[src/hw/rtl/motor_position_speed_pid_core_defines.svh]
// Assertion macros used by the motor controller top level.
`ifndef MOTOR_POSITION_SPEED_PID_CORE_DEFINES_SVH
`define MOTOR_POSITION_SPEED_PID_CORE_DEFINES_SVH

// Same-cycle implication, disabled while reset is asserted.
`define MPSP_ASSERT_IMP(lbl, clk, rst_n, pre, post) \
    lbl: assert property (@(posedge clk) disable iff (!rst_n) (pre) |-> (post)) \
        else $error("motor_position_speed_pid_core: assertion failed");

// Next-cycle implication, disabled while reset is asserted.
`define MPSP_ASSERT_NXT(lbl, clk, rst_n, pre, post) \
    lbl: assert property (@(posedge clk) disable iff (!rst_n) (pre) |=> (post)) \
        else $error("motor_position_speed_pid_core: assertion failed");

`endif

[src/hw/rtl/mpsp_pkg.sv]
// Types, constants and arithmetic helpers of the motor controller.
`default_nettype none

package mpsp_pkg;

    localparam int unsigned GATE_TICKS        = 100;
    localparam int unsigned FILTER_WEIGHT_Q16 = 6554;

    localparam int unsigned APB_AW = 5;
    localparam int unsigned APB_DW = 32;

    localparam logic [15:0]        GATE_TICKS_W = 16'(GATE_TICKS);
    localparam logic signed [32:0] FILT_KEEP    = 33'(65536 - FILTER_WEIGHT_Q16);
    localparam logic signed [32:0] FILT_TAKE    = 33'(FILTER_WEIGHT_Q16);

    localparam logic signed [32:0] BAND_HI   = 33'sd200;
    localparam logic signed [32:0] BAND_LO   = -33'sd200;
    localparam logic signed [15:0] DRIVE_POS = 16'sd1000;
    localparam logic signed [15:0] DRIVE_NEG = -16'sd1000;

    localparam logic [1:0] CMD_POS = 2'd0;
    localparam logic [1:0] CMD_SPD = 2'd1;
    localparam logic [1:0] CMD_CLR = 2'd2;

    localparam logic [2:0] REG_KP_POS  = 3'd0;
    localparam logic [2:0] REG_KI_POS  = 3'd1;
    localparam logic [2:0] REG_KD_POS  = 3'd2;
    localparam logic [2:0] REG_KP_SPD  = 3'd3;
    localparam logic [2:0] REG_KI_SPD  = 3'd4;
    localparam logic [2:0] REG_POS_LIM = 3'd5;
    localparam logic [2:0] REG_SPD_LIM = 3'd6;
    localparam logic [2:0] REG_CTA     = 3'd7;

    localparam logic signed [31:0] CTA_RESET = 32'sd65536;

    localparam logic signed [65:0] S32_MAX = 66'sd2147483647;
    localparam logic signed [65:0] S32_MIN = -66'sd2147483648;
    localparam logic signed [65:0] S16_MAX = 66'sd32767;
    localparam logic signed [65:0] S16_MIN = -66'sd32768;

    typedef struct packed {
        logic signed [31:0] kp_pos;
        logic signed [31:0] ki_pos;
        logic signed [31:0] kd_pos;
        logic signed [31:0] kp_spd;
        logic signed [31:0] ki_spd;
        logic [30:0]        pos_lim;
        logic [30:0]        spd_lim;
        logic signed [31:0] cta;
    } t_cfg;

    typedef struct packed {
        logic               go;
        logic               clr;
        logic               trunc;
        logic               last;
        logic signed [32:0] a;
        logic signed [32:0] b;
    } t_mac_req;

    typedef struct packed {
        logic               done;
        logic signed [65:0] acc;
    } t_mac_rsp;

    function automatic logic signed [32:0] sx33(input logic signed [31:0] v);
        return {v[31], v};
    endfunction

    function automatic logic signed [65:0] trunc_q16(input logic signed [65:0] x);
        logic signed [65:0] bias;
        bias = x[65] ? 66'sd65535 : 66'sd0;
        return (x + bias) >>> 16;
    endfunction

    function automatic logic signed [31:0] sat32(input logic signed [65:0] x);
        logic signed [31:0] r;
        if (x > S32_MAX) begin
            r = S32_MAX[31:0];
        end else if (x < S32_MIN) begin
            r = S32_MIN[31:0];
        end else begin
            r = x[31:0];
        end
        return r;
    endfunction

    function automatic logic signed [15:0] sat16(input logic signed [65:0] x);
        logic signed [15:0] r;
        if (x > S16_MAX) begin
            r = S16_MAX[15:0];
        end else if (x < S16_MIN) begin
            r = S16_MIN[15:0];
        end else begin
            r = x[15:0];
        end
        return r;
    endfunction

    function automatic logic signed [31:0] clamp_int(input logic signed [33:0] v,
                                                     input logic [30:0] lim);
        logic signed [33:0] hi;
        logic signed [33:0] lo;
        logic signed [31:0] r;
        hi = $signed({3'b000, lim});
        lo = -hi;
        if (v > hi) begin
            r = hi[31:0];
        end else if (v < lo) begin
            r = lo[31:0];
        end else begin
            r = v[31:0];
        end
        return r;
    endfunction

    function automatic logic [32:0] abs33(input logic signed [32:0] v);
        logic [32:0] r;
        r = v[32] ? -v : v;
        return r;
    endfunction

    function automatic logic gate_open(input logic [15:0] now, input logic [15:0] last);
        logic [15:0] d;
        d = now - last;
        return d >= GATE_TICKS_W;
    endfunction

endpackage

`default_nettype wire

[src/hw/rtl/mpsp_mac.sv]
// Shared pipelined multiply-accumulate unit with optional Q16 truncation.
`default_nettype none

module mpsp_mac import mpsp_pkg::*; (
    input  logic     i_clk,
    input  logic     i_rst_n,
    input  t_mac_req i_req,
    output t_mac_rsp o_rsp
);

    logic               r_v1;
    logic               r_clr1;
    logic               r_trunc1;
    logic               r_last1;
    logic signed [65:0] r_prod;
    logic               r_v2;
    logic               r_clr2;
    logic               r_last2;
    logic signed [65:0] r_term;
    logic signed [65:0] r_acc;
    logic               r_done;

    always_ff @(posedge i_clk) begin
        if (!i_rst_n) begin
            r_v1   <= 1'b0;
            r_v2   <= 1'b0;
            r_done <= 1'b0;
        end else begin
            r_v1   <= i_req.go;
            r_v2   <= r_v1;
            r_done <= r_v2 && r_last2;
        end
    end

    always_ff @(posedge i_clk) begin
        r_prod   <= i_req.a * i_req.b;
        r_clr1   <= i_req.clr;
        r_trunc1 <= i_req.trunc;
        r_last1  <= i_req.last;
        r_term   <= r_trunc1 ? trunc_q16(r_prod) : r_prod;
        r_clr2   <= r_clr1;
        r_last2  <= r_last1;
        if (r_v2) begin
            r_acc <= (r_clr2 ? 66'sd0 : r_acc) + r_term;
        end
    end

    assign o_rsp.done = r_done;
    assign o_rsp.acc  = r_acc;

endmodule

`default_nettype wire

[config.mk]
export PLATFORM = sky130hd
export DESIGN_NAME = mpsp_mac
export DESIGN_NICKNAME = d
export VERILOG_FILES = /design/src/hw/rtl/motor_position_speed_pid_core_defines.svh /design/src/hw/rtl/mpsp_pkg.sv /design/src/hw/rtl/mpsp_mac.sv
export SDC_FILE = /design/constraint.sdc
export NUM_CORES = 2
export LEC_CHECK = 0
export BUFFER_PORTS_ARGS = -buffer_cell sky130_fd_sc_hd__buf_2
export CORE_MARGIN = 10
export CORE_UTILIZATION = 56
export CTS_BUF_LIST = sky130_fd_sc_hd__clkbuf_4
export CTS_CLUSTER_DIAMETER = 60
export DETAILED_ROUTE_END_ITERATION = 10
export MAX_ROUTING_LAYER = met4
export PLACE_DENSITY = 0.77
export SLEW_MARGIN = 20
export SYNTH_ARGS = -nofsm -noshare
export SYNTH_HDL_FRONTEND = slang
export SYNTH_SLANG_ARGS = --single-unit
[constraint.sdc]
create_clock -name i_clk -period 13.62 [get_ports i_clk]
set_clock_uncertainty 0.15 [all_clocks]
set_input_delay 2.043 -clock i_clk [delete_from_list [all_inputs] [get_ports i_clk]]
set_output_delay 2.043 -clock i_clk [all_outputs]
set_load 0.05 [all_outputs]
Word level (Yosys, flattened, before mapping)
Index checks and enable logic that the tools add are counted.

Bits in registers: 206. Input port bits: 72. Output and inout bits: 67. Word-level logic and storage cells: 18.

Add/sub/neg operators: 2. $mul: 1. Mux-type cells: 3. Reductions and logical operators: 1.

Operators by type and width (number): $mux W66 (2); $add A66 B17 Y66 (1); $add A66 B66 Y66 (1); $mul A33 B33 Y66 (1); $mux W16 (1); $logic_and A1 B1 Y1 (1).

Longest topological paths before layout
Word-level depth: 3. Mapped depth: 30.

Least setup slack after synthesis
No wires, ideal clock.

Path type: input -> register. Start: in i_req[65] in the netlist's numbering. End: reg r_prod[60]. Library setup time: 95 ps. Arrival time: 9478 ps. Required time: 13375 ps. Path slack: 3897 ps. Stages on the path: 23. Buffers on the path: 1. Cell sequence: clkbuf_1 -> nand2_1 -> inv_1 -> fa_1 -> fa_1 -> fa_1 -> inv_1 -> fa_1 -> inv_1 -> fa_1 -> fa_1 -> fa_1 -> inv_1 -> fa_1 -> inv_1 -> ha_1 -> a211oi_1 -> nand3_1 -> or3_1 -> nand2_1 -> o21ai_1 -> or4b_1 -> o311ai_1.

Longest elaborated chain between the ends: 1.

Ends and longest elaborated chain: from (decl) (RTL line mpsp_mac.sv:7) `input t_mac_req i_req,`; $mul A33 B33 Y66 (RTL line mpsp_mac.sv:36) `r_prod <= i_req.a * i_req.b;`; to (signal assigned) (RTL line mpsp_mac.sv:36); to (decl) (RTL line mpsp_mac.sv:15) `logic signed [65:0] r_prod;`.

Every way passes these cells. A chain may end at the register's enable or synchronous reset.

Worst setup path in the final report
Same ends and word-level chain as after synthesis.

==> run metrics <==
initial antenna violation count=7; data required time of the worst path=14.02 ns; Worst-Margin Slew=1.04 ns; Worst Setup Path Type=in -> reg; DRT Wirelength=126 mm; die area=101000 um^2; share of cells above drive strength 1=0.0450; Detailed Routing Iterations Pass 1=8; R2R cell count=12; post-synth top area share=0.461; Root Buffer=clkbuf_4; worst reg2reg endpoint=r_acc[61]; total grt overflow=0; asr flop ratio synth=0; post-synthesis sequential area ratio=0.0960; post-synthesis mux area share=0.00126; Critical Path Max Stage Delay=0.95 ns; PortBufs=138; Compound-Gate Fraction of Synth Area=0.0655; reg2reg start=r_clr2; register-to-register path setup slack=8.88 ns; vias per inst=5.52; EDFF count, synth=66; H-tree depth=2; hpwl dp=102 mm; Core Rows=109; hold buffer count at CTS=0; total CTS buffers=43; largest net degree at the start of global routing=117; Die H=318 um; unrepaired setup endpoints after global routing=false; synthesized area per cell=9.24 um^2; Post-Synth XOR/XNOR Area=0.0311; post-synthesis adder-cell area fraction=0.535; dominant cells by area after synthesis=fa_1 46%, inv_1 8.9%, ha_1 7.5%, and2_1 6.8%, dfxtp_1 5.6%; CP max stage cell=fa_1; first-pass GRT wire length=206 mm; Worst setup SP type=input pin; Fmax=97.9 MHz; core area=88400 um^2; I/O pin count=139; WHS Path Cells=0; DIE WIDTH=318 um; post-layout min period=10.21 ns; Area Overhead vs Synth=3.71%; crit end category=flop; cell area after synthesis=49800 um^2; later-pin clock latency in the skew report=0.66 ns; starting density of the core=0.564; Top cell by count, worst path=fa_1; top-count cell post-synth=inv_1; Synth Warn #=0; vias in the first global route=38400; total number of vias=36000; Hold Path Class=reg -> reg; Max-Cap Viols=0; Fin. Hold Viols=0; WL/cell=19.4 um; #FFs+latches synth=206; Reg clk slew, reported paths=0.07 ns; Slew headroom=0.304; gr usage total=0.258; Post-CTS Repair Setup Buffers=0; antenna-violating nets left=0; CP max FO=33; ys flop type=dfxtp_1; Syn Inst Count=5391; Max clock buf depth=3; main combinational cell family by area after synthesis=adder cells; clock sink total=206; Post-Syn Nets=6906; post-CTS resize count=0; final setup fails=0; final worst-path cycle share=0.750; hold_sp=r_last1; worst path cell trace=buf_2, nand2_1, inv_1, fa_1, fa_1, fa_1, inv_1, fa_1, inv_1, fa_1, fa_1, fa_1, inv_1, fa_1, inv_1, ha_1, a211oi_1, nand3_1, or3_1, nand2_1, o21ai_1, or4b_1, o311ai_1; Fin Setup TNS=0 ns; post-synthesis cell type count=78; gp weighted congestion=0.960; status=completed; DRC Markers=0; initial DRC count=2767; Arr. time, crit path=10.62 ns; top cells by count, synth=1184 x inv_1, 1146 x fa_1, 651 x nand2_1, 542 x and2_1, 297 x ha_1; nets=6846; cell taking the most area after synthesis=fa_1; Fill cells=7575; CTS tree=built; Post-Synth Simple-Gate Area=0.162; pins over their slew limit=0; hold worst-path end=r_last2
[state kept, by name, summed over array words and instances (netlist names)]
register  count
r_acc        66
r_v1          1
r_prod       66
r_trunc1      1
r_last2       1
r_term       66
r_last1       1
r_v2          1
r_done        1
r_clr1        1
r_clr2        1
[worst max path at each step]
stage | startpoint | endpoint | cells past startpoint
after floorplan | i_req[65] | r_prod[60] | 23
after global placement | i_req[65] | r_prod[60] | 23
after detailed placement | i_req[65] | r_prod[60] | 23
after CTS | i_req[65] | r_prod[60] | 23
after global routing | i_req[65] | r_prod[64] | 23
final | i_req[65] | r_prod[60] | 23
[cells by family after synthesis]
group	after synthesis
XOR/XNOR	177
multiplexers	6
AO/OA/AOI/OAI	510
AND/OR/NAND/NOR	1606
flip-flops	206
adder cells (fa/ha/maj)	1443
buffers and inverters	1443
[cells in the final DEF, fill, tap and decap left out, types with 28 or more instances in the layout]
| cell | n |
|---|---|
| xnor2_1 | 115 |
| ha_1 | 297 |
| fa_1 | 1146 |
| nand3_1 | 40 |
| o21ai_0 | 81 |
| a21o_1 | 73 |
| a21oi_1 | 181 |
| nand2_1 | 651 |
| nand4_1 | 28 |
| buf_2 | 138 |
| and2_1 | 542 |
| nor2b_1 | 80 |
| dfxtp_1 | 137 |
| nor2_1 | 145 |
| edfxtp_1 | 66 |
| clkbuf_4 | 55 |
| xor2_1 | 62 |
| inv_1 | 1184 |
[metal layers]
layer | track usage | up-vias | part of all wire
met2 | 0.394 | 1683 | 0.45
met3 | 0.0749 | 212 | 0.12
met1 | 0.339 | 18200 | 0.41
met4 | 0.0561 | 0 | 0.021
li1 | - | 16000 | -
met5 | - | - | 0
[per-stage QoR]
stage                     instance area (um^2)  cells  worst slack (ns)  utilization  hold slack (ns)
final                                    51700   6531              3.41        0.585            0.177
after global routing                     51700   6529              2.97        0.585            0.189
after CTS                                51700   6526              3.46        0.584            0.179
after detailed placement                 51100   6451              2.74        0.578            0.162
after global placement                   51100   6451              2.89        0.578            0.164
after floorplan                          49800   5391              3.90            -            0.160
[worst max-delay path, delay by kind of cell]
family          cells  cell delay, ns
compound gates      3            0.69
buf+inv             6            1.34
simple gates        5            1.20
fa+ha+maj           9            5.29
[layout make-up]
| type | count | area [um^2] | share of cell area |
|---|---|---|---|
| multi-input combinational | 3742 | 39600 | 0.767 |
| clock buffer | 55 | 413 | 0.00799 |
| sequential | 206 | 4790 | 0.0927 |
| antenna | 5 | 12.5 | 0.000242 |
| inverter | 1185 | 4450 | 0.0861 |
| timing repair buffer | 153 | 803 | 0.0155 |
| clock inverter | 20 | 138 | 0.00266 |
| tap | 1165 | 1460 | 0.0282 |
Power is left out: the tool's default activity adds up to more than one toggle a clock period on the data nets, which glitch-free logic cannot reach.
