--- src/hw/rtl/motor_position_speed_pid_core_defines.svh ---
// Assertion macros used by the motor controller top level.
`ifndef MOTOR_POSITION_SPEED_PID_CORE_DEFINES_SVH
`define MOTOR_POSITION_SPEED_PID_CORE_DEFINES_SVH

// Same-cycle implication, disabled while reset is asserted.
`define MPSP_ASSERT_IMP(lbl, clk, rst_n, pre, post) \
    lbl: assert property (@(posedge clk) disable iff (!rst_n) (pre) |-> (post)) \
        else $error("motor_position_speed_pid_core: assertion failed");

// Next-cycle implication, disabled while reset is asserted.
`define MPSP_ASSERT_NXT(lbl, clk, rst_n, pre, post) \
    lbl: assert property (@(posedge clk) disable iff (!rst_n) (pre) |=> (post)) \
        else $error("motor_position_speed_pid_core: assertion failed");

`endif

--- src/hw/rtl/mpsp_pkg.sv ---
// Types, constants and arithmetic helpers of the motor controller.
`default_nettype none

package mpsp_pkg;

    localparam int unsigned GATE_TICKS        = 100;
    localparam int unsigned FILTER_WEIGHT_Q16 = 6554;

    localparam int unsigned APB_AW = 5;
    localparam int unsigned APB_DW = 32;

    localparam logic [15:0]        GATE_TICKS_W = 16'(GATE_TICKS);
    localparam logic signed [32:0] FILT_KEEP    = 33'(65536 - FILTER_WEIGHT_Q16);
    localparam logic signed [32:0] FILT_TAKE    = 33'(FILTER_WEIGHT_Q16);

    localparam logic signed [32:0] BAND_HI   = 33'sd200;
    localparam logic signed [32:0] BAND_LO   = -33'sd200;
    localparam logic signed [15:0] DRIVE_POS = 16'sd1000;
    localparam logic signed [15:0] DRIVE_NEG = -16'sd1000;

    localparam logic [1:0] CMD_POS = 2'd0;
    localparam logic [1:0] CMD_SPD = 2'd1;
    localparam logic [1:0] CMD_CLR = 2'd2;

    localparam logic [2:0] REG_KP_POS  = 3'd0;
    localparam logic [2:0] REG_KI_POS  = 3'd1;
    localparam logic [2:0] REG_KD_POS  = 3'd2;
    localparam logic [2:0] REG_KP_SPD  = 3'd3;
    localparam logic [2:0] REG_KI_SPD  = 3'd4;
    localparam logic [2:0] REG_POS_LIM = 3'd5;
    localparam logic [2:0] REG_SPD_LIM = 3'd6;
    localparam logic [2:0] REG_CTA     = 3'd7;

    localparam logic signed [31:0] CTA_RESET = 32'sd65536;

    localparam logic signed [65:0] S32_MAX = 66'sd2147483647;
    localparam logic signed [65:0] S32_MIN = -66'sd2147483648;
    localparam logic signed [65:0] S16_MAX = 66'sd32767;
    localparam logic signed [65:0] S16_MIN = -66'sd32768;

    typedef struct packed {
        logic signed [31:0] kp_pos;
        logic signed [31:0] ki_pos;
        logic signed [31:0] kd_pos;
        logic signed [31:0] kp_spd;
        logic signed [31:0] ki_spd;
        logic [30:0]        pos_lim;
        logic [30:0]        spd_lim;
        logic signed [31:0] cta;
    } t_cfg;

    typedef struct packed {
        logic               go;
        logic               clr;
        logic               trunc;
        logic               last;
        logic signed [32:0] a;
        logic signed [32:0] b;
    } t_mac_req;

    typedef struct packed {
        logic               done;
        logic signed [65:0] acc;
    } t_mac_rsp;

    function automatic logic signed [32:0] sx33(input logic signed [31:0] v);
        return {v[31], v};
    endfunction

    function automatic logic signed [65:0] trunc_q16(input logic signed [65:0] x);
        logic signed [65:0] bias;
        bias = x[65] ? 66'sd65535 : 66'sd0;
        return (x + bias) >>> 16;
    endfunction

    function automatic logic signed [31:0] sat32(input logic signed [65:0] x);
        logic signed [31:0] r;
        if (x > S32_MAX) begin
            r = S32_MAX[31:0];
        end else if (x < S32_MIN) begin
            r = S32_MIN[31:0];
        end else begin
            r = x[31:0];
        end
        return r;
    endfunction

    function automatic logic signed [15:0] sat16(input logic signed [65:0] x);
        logic signed [15:0] r;
        if (x > S16_MAX) begin
            r = S16_MAX[15:0];
        end else if (x < S16_MIN) begin
            r = S16_MIN[15:0];
        end else begin
            r = x[15:0];
        end
        return r;
    endfunction

    function automatic logic signed [31:0] clamp_int(input logic signed [33:0] v,
                                                     input logic [30:0] lim);
        logic signed [33:0] hi;
        logic signed [33:0] lo;
        logic signed [31:0] r;
        hi = $signed({3'b000, lim});
        lo = -hi;
        if (v > hi) begin
            r = hi[31:0];
        end else if (v < lo) begin
            r = lo[31:0];
        end else begin
            r = v[31:0];
        end
        return r;
    endfunction

    function automatic logic [32:0] abs33(input logic signed [32:0] v);
        logic [32:0] r;
        r = v[32] ? -v : v;
        return r;
    endfunction

    function automatic logic gate_open(input logic [15:0] now, input logic [15:0] last);
        logic [15:0] d;
        d = now - last;
        return d >= GATE_TICKS_W;
    endfunction

endpackage

`default_nettype wire

--- src/hw/rtl/mpsp_apb_regs.sv ---
// APB configuration register file of the motor controller.
`default_nettype none

module mpsp_apb_regs import mpsp_pkg::*; (
    input  logic              i_clk,
    input  logic              i_rst_n,
    input  logic              psel,
    input  logic              penable,
    input  logic              pwrite,
    input  logic [APB_AW-1:0] paddr,
    input  logic [APB_DW-1:0] pwdata,
    output logic [APB_DW-1:0] prdata,
    output logic              pready,
    output t_cfg              o_cfg
);

    t_cfg       r_cfg;
    logic       w_wr;
    logic [2:0] w_idx;

    assign pready = 1'b1;
    assign w_wr   = psel && penable && pwrite;
    assign w_idx  = paddr[4:2];
    assign o_cfg  = r_cfg;

    always_ff @(posedge i_clk) begin
        if (!i_rst_n) begin
            r_cfg.kp_pos  <= '0;
            r_cfg.ki_pos  <= '0;
            r_cfg.kd_pos  <= '0;
            r_cfg.kp_spd  <= '0;
            r_cfg.ki_spd  <= '0;
            r_cfg.pos_lim <= '0;
            r_cfg.spd_lim <= '0;
            r_cfg.cta     <= CTA_RESET;
        end else if (w_wr) begin
            case (w_idx)
                REG_KP_POS:  r_cfg.kp_pos  <= pwdata;
                REG_KI_POS:  r_cfg.ki_pos  <= pwdata;
                REG_KD_POS:  r_cfg.kd_pos  <= pwdata;
                REG_KP_SPD:  r_cfg.kp_spd  <= pwdata;
                REG_KI_SPD:  r_cfg.ki_spd  <= pwdata;
                REG_POS_LIM: r_cfg.pos_lim <= pwdata[30:0];
                REG_SPD_LIM: r_cfg.spd_lim <= pwdata[30:0];
                REG_CTA:     r_cfg.cta     <= pwdata;
                default: begin
                end
            endcase
        end
    end

    always_comb begin
        case (w_idx)
            REG_KP_POS:  prdata = r_cfg.kp_pos;
            REG_KI_POS:  prdata = r_cfg.ki_pos;
            REG_KD_POS:  prdata = r_cfg.kd_pos;
            REG_KP_SPD:  prdata = r_cfg.kp_spd;
            REG_KI_SPD:  prdata = r_cfg.ki_spd;
            REG_POS_LIM: prdata = {1'b0, r_cfg.pos_lim};
            REG_SPD_LIM: prdata = {1'b0, r_cfg.spd_lim};
            REG_CTA:     prdata = r_cfg.cta;
            default:     prdata = '0;
        endcase
    end

endmodule

`default_nettype wire

--- config.mk ---
export PLATFORM = sky130hd
export DESIGN_NAME = mpsp_apb_regs
export DESIGN_NICKNAME = d
export VERILOG_FILES = /design/src/hw/rtl/motor_position_speed_pid_core_defines.svh /design/src/hw/rtl/mpsp_pkg.sv /design/src/hw/rtl/mpsp_apb_regs.sv
export SDC_FILE = /design/constraint.sdc
export NUM_CORES = 1
export LEC_CHECK = 0
export BUFFER_PORTS_ARGS = -buffer_cell sky130_fd_sc_hd__buf_4
export CAP_MARGIN = 10
export CORE_ASPECT_RATIO = 0.6
export CORE_UTILIZATION = 40
export CTS_BUF_LIST = sky130_fd_sc_hd__clkbuf_2
export CTS_CLUSTER_DIAMETER = 150
export DETAILED_ROUTE_END_ITERATION = 10
export GPL_ROUTABILITY_DRIVEN = 0
export HOLD_SLACK_MARGIN = 0.15
export MAX_ROUTING_LAYER = met4
export SYNTH_ARGS = -nofsm -noshare
export SYNTH_HDL_FRONTEND = slang
export SYNTH_SLANG_ARGS = --single-unit
--- constraint.sdc ---
create_clock -name i_clk -period 1.9 [get_ports i_clk]
set_clock_uncertainty 0.05 [all_clocks]
set_input_delay 0.285 -clock i_clk [delete_from_list [all_inputs] [get_ports i_clk]]
set_output_delay 0.285 -clock i_clk [all_outputs]
set_load 0.05 [all_outputs]
After elaboration in Yosys (flattened, before gate mapping)
Index checks and enable logic that the tools add are counted.
{"block": "word_totals", "elab_cells": 27, "input_bits": 42, "out_inout_bits": 287, "register_bits": 254}
{"block": "op_classes", "mux": 1, "eq_ne": 7, "n_reduce_logical": 11}
{"operator": "32-bit case mux with 8 select lines", "count": 1}
{"operator": "2-bit AND reduction", "count": 8}
{"operator": "3-bit equality test (second input constant)", "count": 4}
{"operator": "3-bit by 2-bit equality test with 1-bit output (second input constant)", "count": 2}
{"operator": "3-bit by 1-bit equality test with 1-bit output (second input constant)", "count": 1}
{"operator": "3-bit zero test", "count": 1}
{"operator": "1-bit logical AND", "count": 2}

Depth between registers and ports, before layout
{"block": "logic_depth", "depth_word": 3, "ltp_mapped": 7, "depth_no_buf": 4}

Worst setup path before layout
No wires, ideal clock.
{"block": "synth_path", "path_type": "input port to output port", "start": "in paddr[3]", "end": "out prdata[3]", "t_required_ps": 1565, "cell_stages": 7, "path_slack_ps": -322, "path_buffers": 4, "arrival_ps": 1887, "cell_sequence": "buf_6 buf_6 buf_6 buf_2 a221oi_1 a21oi_1 a21oi_1"}
{"block": "synth_via", "elab_chain_len": 2, "word_cells_on_any_way": 9, "cone_classes": "eq/ne: 7; mux: 1; reduce/logical: 1"}
{"item": "from (decl)", "line_no": "mpsp_apb_regs.sv:10", "rtl": "input logic [APB_AW-1:0] paddr,"}
{"item": "3-bit equality test (tied with other cells)", "line_no": "mpsp_apb_regs.sv:53", "rtl": "case (w_idx)"}
{"item": "32-bit case mux with 8 select lines (*)", "line_no": "mpsp_apb_regs.sv:53"}
{"item": "to (decl)", "line_no": "mpsp_apb_regs.sv:12", "rtl": "output logic [APB_DW-1:0] prdata,"}
Mark *: on every way between the ends. The rest lies on a longest branch, timed or not.

Final worst setup path
{"block": "layout_path", "start": "reg r_cfg (netlist bit o_cfg[147])", "end": "out prdata[21]"}
{"block": "layout_via", "elab_chain_len": 1}
{"item": "from (decl)", "line_no": "mpsp_apb_regs.sv:17", "rtl": "t_cfg r_cfg;"}
{"item": "32-bit case mux with 8 select lines", "line_no": "mpsp_apb_regs.sv:53"}
Every way passes these cells.

==> metrics.txt <==
clk sinks=254; gr busiest metal=met2; post-route ant nets=0; Post-synth top cells=nand2_1, dfxtp_1, a21boi_1; layout net count=2074; number of flip-flops in the largest register=254; Area after DPL=15800 µm²; Max Buffers Root-to-Sink=3; setup ws final=-667 ps; Final Hold Fails=0; DP HPWL=33.7 mm; Setup Viol. Count Final=76; Util after Layout=72.5%; Crit Path Max Fanout=2; Crit. Startpoint=o_cfg[147]; worst r2r src=o_cfg[58]; pin count of the biggest net entering global routing=52; core area=29200 µm²; leakage=8.18 nW; Cells after Synth=about 1.5k; post-synth cell types=43; fin crit period=roughly 2600 ps; placed cell count=2171; CP cell instances=mux2i_4, o2bb2ai_2, a221oi_2, buf_4, nor2_4, buf_6; Layout area overhead=75.4%; failing checks=negative setup slack; grt ovf=0; die area=30900 µm²; total power=around 11 mW; WP data required=1560 ps; Starting Density=about two fifths; die width=roughly 230 µm; EDFF count, synth=0; die height=~140 µm; Yosys top cell area share=between 40% and 50%; global-route wire length before repair=79.3 mm; synthesis-stage register bit count=254; Final Non-Filler Cells=2476; TritonCTS clock tree=built; Max VDD drop=around 0.4 mV; period utilisation layout=135%; Worst-path clk slew=between 100 and 150 ps; Root Buffer=clkbuf_2; max cap viols=0; Area contributors post-synth=dfxtp_1, nand2_1, a21boi_1, a21boi_0, a221oi_1; Num CTS Buffers=60; Setup crit start kind=flop; Post-synth ARST share=0%; vias in the first global route=12.9k; RSZ-0062 raised after global routing=yes; hold slack=197 ps; sequential area share after synthesis=a little over two fifths; I/O Pins=329; met1 Use GR=47.7%; worst slack, placed=-269 ps; WL per Instance=22.1 µm; largest stage delay on the critical path=380 ps; most common cell in the netlist=nand2_1; share of layout cells above drive strength 1=roughly half; hold_sp=paddr[4]; Synth Cell Area=12100 µm²; Clock Latency Late Sink=950 ps; Syn Nets=1523; cell taking the most area after synthesis=dfxtp_1; Port-buffer cells=325; initial antenna violation count=4; cell family with most CP delay=flip-flops; setup TNS=-18810 ps; met3 usage=8.97%; Slew Viols, Final=0; 1st-pass router iterations=6; gr usage total=35.4%; Fmax=around 390 MHz; CP bufs+invs=2; via/cell ratio=approximately 5.4; critical path class=reg -> out; Tightest Hold Check Type=in -> reg; Post-Synthesis Mean Instance Area=8.15 µm²; initial drt markers=1076; grt met2 use=51.5%; Rows=48; post-route cell area=21200 µm²; cell at the slowest stage of the critical path=dfxtp_4; Synth Flop Type=dfxtp_1; PwrDens=503 nW/µm²; H-tree depth=2; yosys warns=0; Routed WL=roughly 55 mm; vias=13.3k; status=finished, violations left; CP Capture Type=primary output; DR DRC count=0; WP data arrival=between 2000 and 2500 ps
==> layer usage <==
| metal | wire length [µm] | vias to the layer above |
|---|---|---|
| met1 | 23700 | 6471 |
| met4 | 1490 | 0 |
| met3 | 5430 | 114 |
| met2 | 24100 | 638 |
| li1 | - | 6099 |
| met5 | 0 | - |
==> tightest hold or removal path: cells and delay by family <==
family                 cells  cell delay, ps
buffers and inverters      4             640
AND/OR/NAND/NOR            3             210
AO/OA/AOI/OAI              1              50
==> cell families (layout without fill, tap and decap cells) <==
family | after synthesis | count (layout) | synth area share [%]
flip-flops | 254 | 254 | 42.1
AND/OR/NAND/NOR | 626 | 626 | 21.4
buffers and inverters | 180 | 772 | 8.61
other | 1 | 4 | 0.0311
AO/OA/AOI/OAI | 390 | 390 | 25.2
multiplexers | 30 | 30 | 2.67
==> layout by cell type (no fill, tap or decap), types with 10 or more instances in the layout <==
master         instances
nor2_4                27
inv_1                 27
mux2i_1               14
buf_8                157
nor2_1                30
dlygate4sd3_1         85
o2bb2ai_2             10
nand2b_1              31
buf_6                201
a22o_1                30
nand2_1              510
a21boi_1             160
o2bb2ai_1             12
dfxtp_2              178
clkbuf_2              93
a221oi_2              48
buf_4                134
dfxtp_4               68
a21boi_0              94
buf_12                62
==> path summary, 6_finish.rpt <==
check	slack, ps	to	cells after the start
min	200	o_cfg[37]	8
max	-670	prdata[21]	6
max reg2reg	610	o_cfg[58]	4
min reg2reg	420	o_cfg[173]	2
==> report_power, final <==
part | switching (mW) | total, mW | internal (mW)
logic | 0.985 | 1.72 | 0.733
registers | 0.0442 | 5.32 | 5.27
clock network | 2.36 | 3.62 | 1.27
==> timing repair <==
action                     CTS  global route
setup endpoints to repair  266           274
hold endpoints to repair   254           125
gates cloned                 0             0
buffers inserted            86            71
hold buffers                86             3
gates resized for setup    837           183
pin swaps                   65            40
==> cell type report <==
cell class / instances / area (µm²)
multi-input combinational: 1047 / 6770
antenna: 3 / 7.51
fill: 2126 / 8020
inverter: 29 / 109
sequential: 254 / 5560
clock inverter: 11 / 42.5
timing repair buffer: 640 / 7720
tap: 400 / 500
clock buffer: 92 / 460
No activity file was read; power rests on OpenSTA's default activity.
